$ cat src/rtl/core/pcp_pkg.sv
package pcp_pkg;

    localparam logic [15:0] PI_HALF_Q13 = 16'd12868;
    localparam logic [16:0] TWO_PI_Q13  = 17'd51472;

    localparam logic [1:0] CFG_JUMP   = 2'd0;
    localparam logic [1:0] CFG_HOLD   = 2'd1;
    localparam logic [1:0] CFG_SETTLE = 2'd2;

    localparam int QDEPTH = 2;

    // request handed from the front part to the back part
    typedef struct packed {
        logic signed [23:0] x;
        logic signed [23:0] y;
        logic signed [15:0] h;
        logic               last;
    } pcp_req_t;

    typedef struct packed {
        logic signed [23:0] x;
        logic signed [23:0] y;
        logic        [15:0] heading;
        logic        [31:0] arc;
        logic signed [31:0] kappa;
        logic signed [31:0] rate;
        logic               last;
    } pcp_res_t;

    function automatic logic [15:0] remap_heading(input logic signed [15:0] h);
        logic signed [17:0] v;
        begin
            v = $signed({2'b00, PI_HALF_Q13}) - 18'(h);
            if (v < 0)
                v = v + $signed({1'b0, TWO_PI_Q13});
            if (v >= $signed({1'b0, TWO_PI_Q13}))
                v = v - $signed({1'b0, TWO_PI_Q13});
            remap_heading = v[15:0];
        end
    endfunction

endpackage

$ cat src/rtl/core/pcp_front.sv
module pcp_front
    import pcp_pkg::*;
(
    input  logic               clk,
    input  logic               rst_n,
    input  logic               in_valid,
    output logic               in_ready,
    input  pcp_req_t           in_req,
    output logic               q_valid,
    input  logic               q_ready,
    output pcp_req_t           q_req
);

    pcp_req_t                 mem_reg [QDEPTH];
    logic                     wr_ptr_reg;
    logic                     rd_ptr_reg;
    logic [1:0]               cnt_reg;
    logic                     push;
    logic                     pop;

    assign in_ready = (cnt_reg != 2'(QDEPTH));
    assign q_valid  = (cnt_reg != 2'd0);
    assign q_req    = mem_reg[rd_ptr_reg];
    assign push     = in_valid && in_ready;
    assign pop      = q_valid && q_ready;

    always_ff @(posedge clk)
    begin
        if (push)
            mem_reg[wr_ptr_reg] <= in_req;
    end

    always_ff @(posedge clk or negedge rst_n)
    begin
        if (!rst_n)
        begin
            wr_ptr_reg <= 1'b0;
            rd_ptr_reg <= 1'b0;
            cnt_reg    <= 2'd0;
        end
        else
        begin
            if (push)
                wr_ptr_reg <= ~wr_ptr_reg;
            if (pop)
                rd_ptr_reg <= ~rd_ptr_reg;
            cnt_reg <= cnt_reg + 2'(push) - 2'(pop);
        end
    end

    a_cnt_range: assert property (@(posedge clk) disable iff (!rst_n)
        cnt_reg <= 2'(QDEPTH)) else $error("queue count overflow");
    a_no_push_full: assert property (@(posedge clk) disable iff (!rst_n)
        (cnt_reg == 2'(QDEPTH)) |-> !push) else $error("push into full queue");
    a_no_pop_empty: assert property (@(posedge clk) disable iff (!rst_n)
        (cnt_reg == 2'd0) |=> !$fell(cnt_reg == 2'd0) || $past(push))
        else $error("queue count moved without push");

endmodule

$ cat config.mk
export PLATFORM = sky130hd
export DESIGN_NAME = pcp_front
export DESIGN_NICKNAME = d
export VERILOG_FILES = /design/src/rtl/core/pcp_pkg.sv /design/src/rtl/core/pcp_front.sv
export SDC_FILE = /design/constraint.sdc
export NUM_CORES = 1
export LEC_CHECK = 0
export CORE_UTILIZATION = 45
export CTS_CLUSTER_SIZE = 25
export DETAILED_ROUTE_END_ITERATION = 8
export DONT_BUFFER_PORTS = 1
export GPL_TIMING_DRIVEN = 0
export PLACE_DENSITY = 0.69
export SLEW_MARGIN = 10
export SYNTH_ARGS = -nofsm -noshare
export SYNTH_HDL_FRONTEND = slang
export SYNTH_SLANG_ARGS = --single-unit
$ cat constraint.sdc
create_clock -name clk -period 9.96 [get_ports clk]
set_clock_uncertainty 0.1 [all_clocks]
set_input_delay 1.494 -clock clk [delete_from_list [all_inputs] [get_ports clk]]
set_output_delay 1.494 -clock clk [all_outputs]
set_load 0.01 [all_outputs]
### Word-level counts from Yosys, hierarchy flattened

Memory sizes are Yosys's and may differ from the RTL's.
Cells that the tools add are included.

| word-level totals | value |
|---|---|
| register bits | 4 |
| bits in writable memories | 130 |
| bits of input ports | 69 |
| output and inout bits | 67 |
| logic and storage cells | 14 |
| memories kept | 1 |

Memory list:

| name | words | width | read ports | clocked after memory_dff | wr ports | line | text |
|---|---|---|---|---|---|---|---|
| mem_reg | 2 | 65 | 1 | 0 | 1 | pcp_front.sv:14 | `pcp_req_t mem_reg [QDEPTH];` |

| operators by class | value |
|---|---|
| $add $sub $neg | 2 |
| eq/ne operators | 1 |
| mux-type cells | 2 |
| bitwise gates (word level) | 2 |
| reduce and logical (&&, ||, !) cells | 3 |

Operators by type and width:

| cell | number |
|---|---|
| adder 2 x 1 -> 2 bit | 1 |
| logical AND 1 bit | 2 |
| two-way mux 1 bit | 2 |
| != test 2 bit (second input constant) | 1 |
| NOT 1 bit | 2 |
| nonzero test 2 bit | 1 |
| subtractor 2 x 1 -> 2 bit | 1 |

### Depth between registers and ports, before layout

| depth | value |
|---|---|
| word-level depth | 4 |
| mapped depth | 7 |
| mapped depth without buffers | 7 |

### Least setup slack after synthesis

OpenSTA, ideal clock, no wires.

| timing path | value |
|---|---|
| path type | input port to flip-flop |
| from | in in_valid |
| to | mem mem_reg[0][0] (netlist bit), enable pin |
| arrival time | 4307 ps |
| required time | 9372 ps |
| slack | 5065 ps |
| cell stages on the path | 2 |
| buffers on the path | 0 |
| cell sequence | nand2_1 -> nor2_1 |

| on the way | value |
|---|---|
| word-level cells in the longest chain between the ends | 3 |

Ends and longest elaborated chain:

| element | line | text |
|---|---|---|
| start: declaration | pcp_front.sv:6 | `input logic in_valid,` |
| logical AND 1 bit | pcp_front.sv:24 | `assign push = in_valid && in_ready;` |
| two-way mux 1 bit | pcp_front.sv:29 | `if (push)` |
| two-way mux 1 bit (not written as such) | pcp_front.sv:30 | `mem_reg[wr_ptr_reg] <= in_req;` |
| end: declaration | pcp_front.sv:14 |  |

Every way passes these cells.

==> metrics.txt <==
Sum Neg Setup Slack 0 ns; Worst-Margin Slew 0.398 ns; Min-Delay Path Class reg2reg; Compound-Gate Fraction of Synth Area 0%; worst skew pair latency 0.51 ns; Post-Synth XOR/XNOR Area 0.694%; RSZ-0062 raised after global routing false; first-pass GRT wire length 11.6 mm; period utilisation layout 32.1%; Max-slew headroom 73.4%; Placer Congestion 0.673; total wire length 7.72 mm; vias per inst 5.12; Post-CTS Setup Repair Bufs 0; Initial Utilization 46.4%; FILL cells 842; average size of a mapped cell 23.1 um^2; total core area 0.0109 mm^2; CP endpoint kind output pin; # nets final 313; r2r worst-path depth 5; Clock Sinks 134; max reg flops 130; Critical Path Source Type flip-flop; WP data required 8.37 ns; share of cells above drive strength 1 43.1%; Ys Warns 0; Max IR drop VDD 0.158 mV; Layout area overhead 16.8%; status complete, no violations; synthesized flop and latch total 134; Detailed Place HPWL 5.13 mm; final hold slack 0.430 ns; First-pass DRT Iterations 4; clock-pin slew on the worst setup and hold paths 0.06 ns; crit-path max FO 10; Min-Delay Path Depth 1; Max stage delay on crit path 0.37 ns; Final Setup Violations 0; Synth cell types 16; Syn Nets 290; PortBufs 0; Hold Vio Cnt, Final 0; Max Slew Vio Count 0; fin crit period 3.20 ns; post-cts hold buffer count 0; TritonCTS Buffers 17; Die X-Extent 108 um; CTS HTree Levels 4; sequential fraction of the synthesis area 79.3%; Residual DRC 0; gr ovfl total 0; Final ANT Viol Nets 0; cell mode on critical path buf_6; Achievable Freq 0.313 GHz; Clock Tree Buf Depth 2; WL/cell 19.5 um; CTS tree done; Mapped Cells 219; Synth Cell Area 0.00505 mm^2; top cells by area, synth edfxtp_1 77%, mux2_4 12%, mux2_2 5.6%, dfrtp_1 2.0%, buf_6 1.1%; P_leak 2.07 nW; post-synth top area share 77.3%; ant diodes 0; Starting DRT DRC Count 79; combinational family with the most area after synthesis multiplexers; largest net degree at the start of global routing 54; Synth Area in Simple Gates 0.644%; vias 2024; initial antenna violation count 0; I/O Pins 136; vias in the first global route 2230; max-cap viol count 0; pwr dens 319 mW/mm^2; clk root buf clkbuf_8; CTS resizes 0; CP Cell Sequence buf_6 -> buf_6 -> mux2_4; Chip Height 108 um; total track usage 14.2%; mux cell area share after synthesis 17.5%; Critical Path AT 1.61 ns; critical setup path kind reg2out; adder-cell share of the synthesized area 0.496%; FP Rows 38; critical path's slowest cell dfrtp_1; die area 0.0116 mm^2; Yosys top cell by area edfxtp_1
placed cells by master, fill, tap and decap left out, types with 2 or more instances in the layout:
cell type	instances
xnor2_1	3
ha_1	2
buf_16	3
mux2_2	25
clkbuf_16	16
buf_6	5
clkinvlp_4	6
edfxtp_1	130
clkinv_2	4
buf_2	2
dfrtp_1	4
mux2_4	40
clkbuf_8	4
critical path: cells and delay by family (launching register included):
family	cells	cell delay (ns)
flip-flops	1	0.37
buffers and inverters	2	0.38
multiplexers	1	0.34
synthesized netlist by cell type:
| cell type | number |
|---|---|
| xor2_1 | 1 |
| or2_1 | 1 |
| and3_1 | 1 |
| mux2_2 | 25 |
| nor2_1 | 1 |
| nand2_1 | 1 |
| inv_1 | 1 |
| mux2_4 | 40 |
| edfxtp_1 | 130 |
| and2_1 | 1 |
| buf_2 | 2 |
| dfrtp_1 | 4 |
| xnor2_1 | 3 |
| ha_1 | 2 |
| buf_6 | 5 |
| nand2b_1 | 1 |
layer usage:
metal	up-vias	global-route usage, %	part of all wire [%]	wire length [um]
met3	8	8.60	12	890
met4	0	7.05	1.1	87
li1	908	-	-	-
met1	1017	13.6	34	2650
met5	-	0	0	0
met2	91	23.8	53	4090
per-stage QoR:
| stage | power (W) | instances | area, um^2 | setup slack (ns) | util [%] |
|---|---|---|---|---|---|
| after floorplan | 0.00123 | 219 | 5050 | 5.06 | - |
| after global placement | 0.00131 | 359 | 5220 | 3.48 | 48.0 |
| after detailed placement | 0.00134 | 363 | 5340 | 7.13 | 49.0 |
| after CTS | 0.00192 | 395 | 5900 | 6.70 | 54.2 |
| after global routing | 0.00197 | 395 | 5900 | 6.68 | 54.2 |
| final | 0.00188 | 395 | 5900 | 6.76 | 54.2 |
path summary, 6_finish.rpt:
| path | startpoint | to | slack [ns] |
|---|---|---|---|
| min in group asynchronous | rst_n | rd_ptr_reg | 0.57 |
| min | cnt_reg[0] | cnt_reg[0] | 0.43 |
| min reg2reg | cnt_reg[0] | cnt_reg[0] | 0.43 |
| max | rd_ptr_reg | q_req[52] | 6.76 |
| max reg2reg | cnt_reg[0] | mem_reg[0][21] | 8.01 |
| max in group asynchronous | rst_n | cnt_reg[1] | 9.11 |
power by group:
part           internal [W]  switching [W]  total, W
clock network      0.000348       0.000217  0.000565
logic              0.000240       0.000274  0.000515
registers          0.000771      0.0000318  0.000803
kinds of logic after synthesis:
family / Yosys count
adder cells (fa/ha/maj): 2
XOR/XNOR: 4
AND/OR/NAND/NOR: 6
buffers and inverters: 8
flip-flops: 134
multiplexers: 65
area by class of cell:
type	count	area, um^2	area share (%)
buffer	7	66.3	1.12
clock buffer	20	455	7.72
clock inverter	12	104	1.76
inverter	1	3.75	0.0636
multi-input combinational	77	987	16.7
sequential	134	4000	67.9
tap	140	175	2.97
timing repair buffer	4	103	1.74
Power figures use the tool's default switching activity.
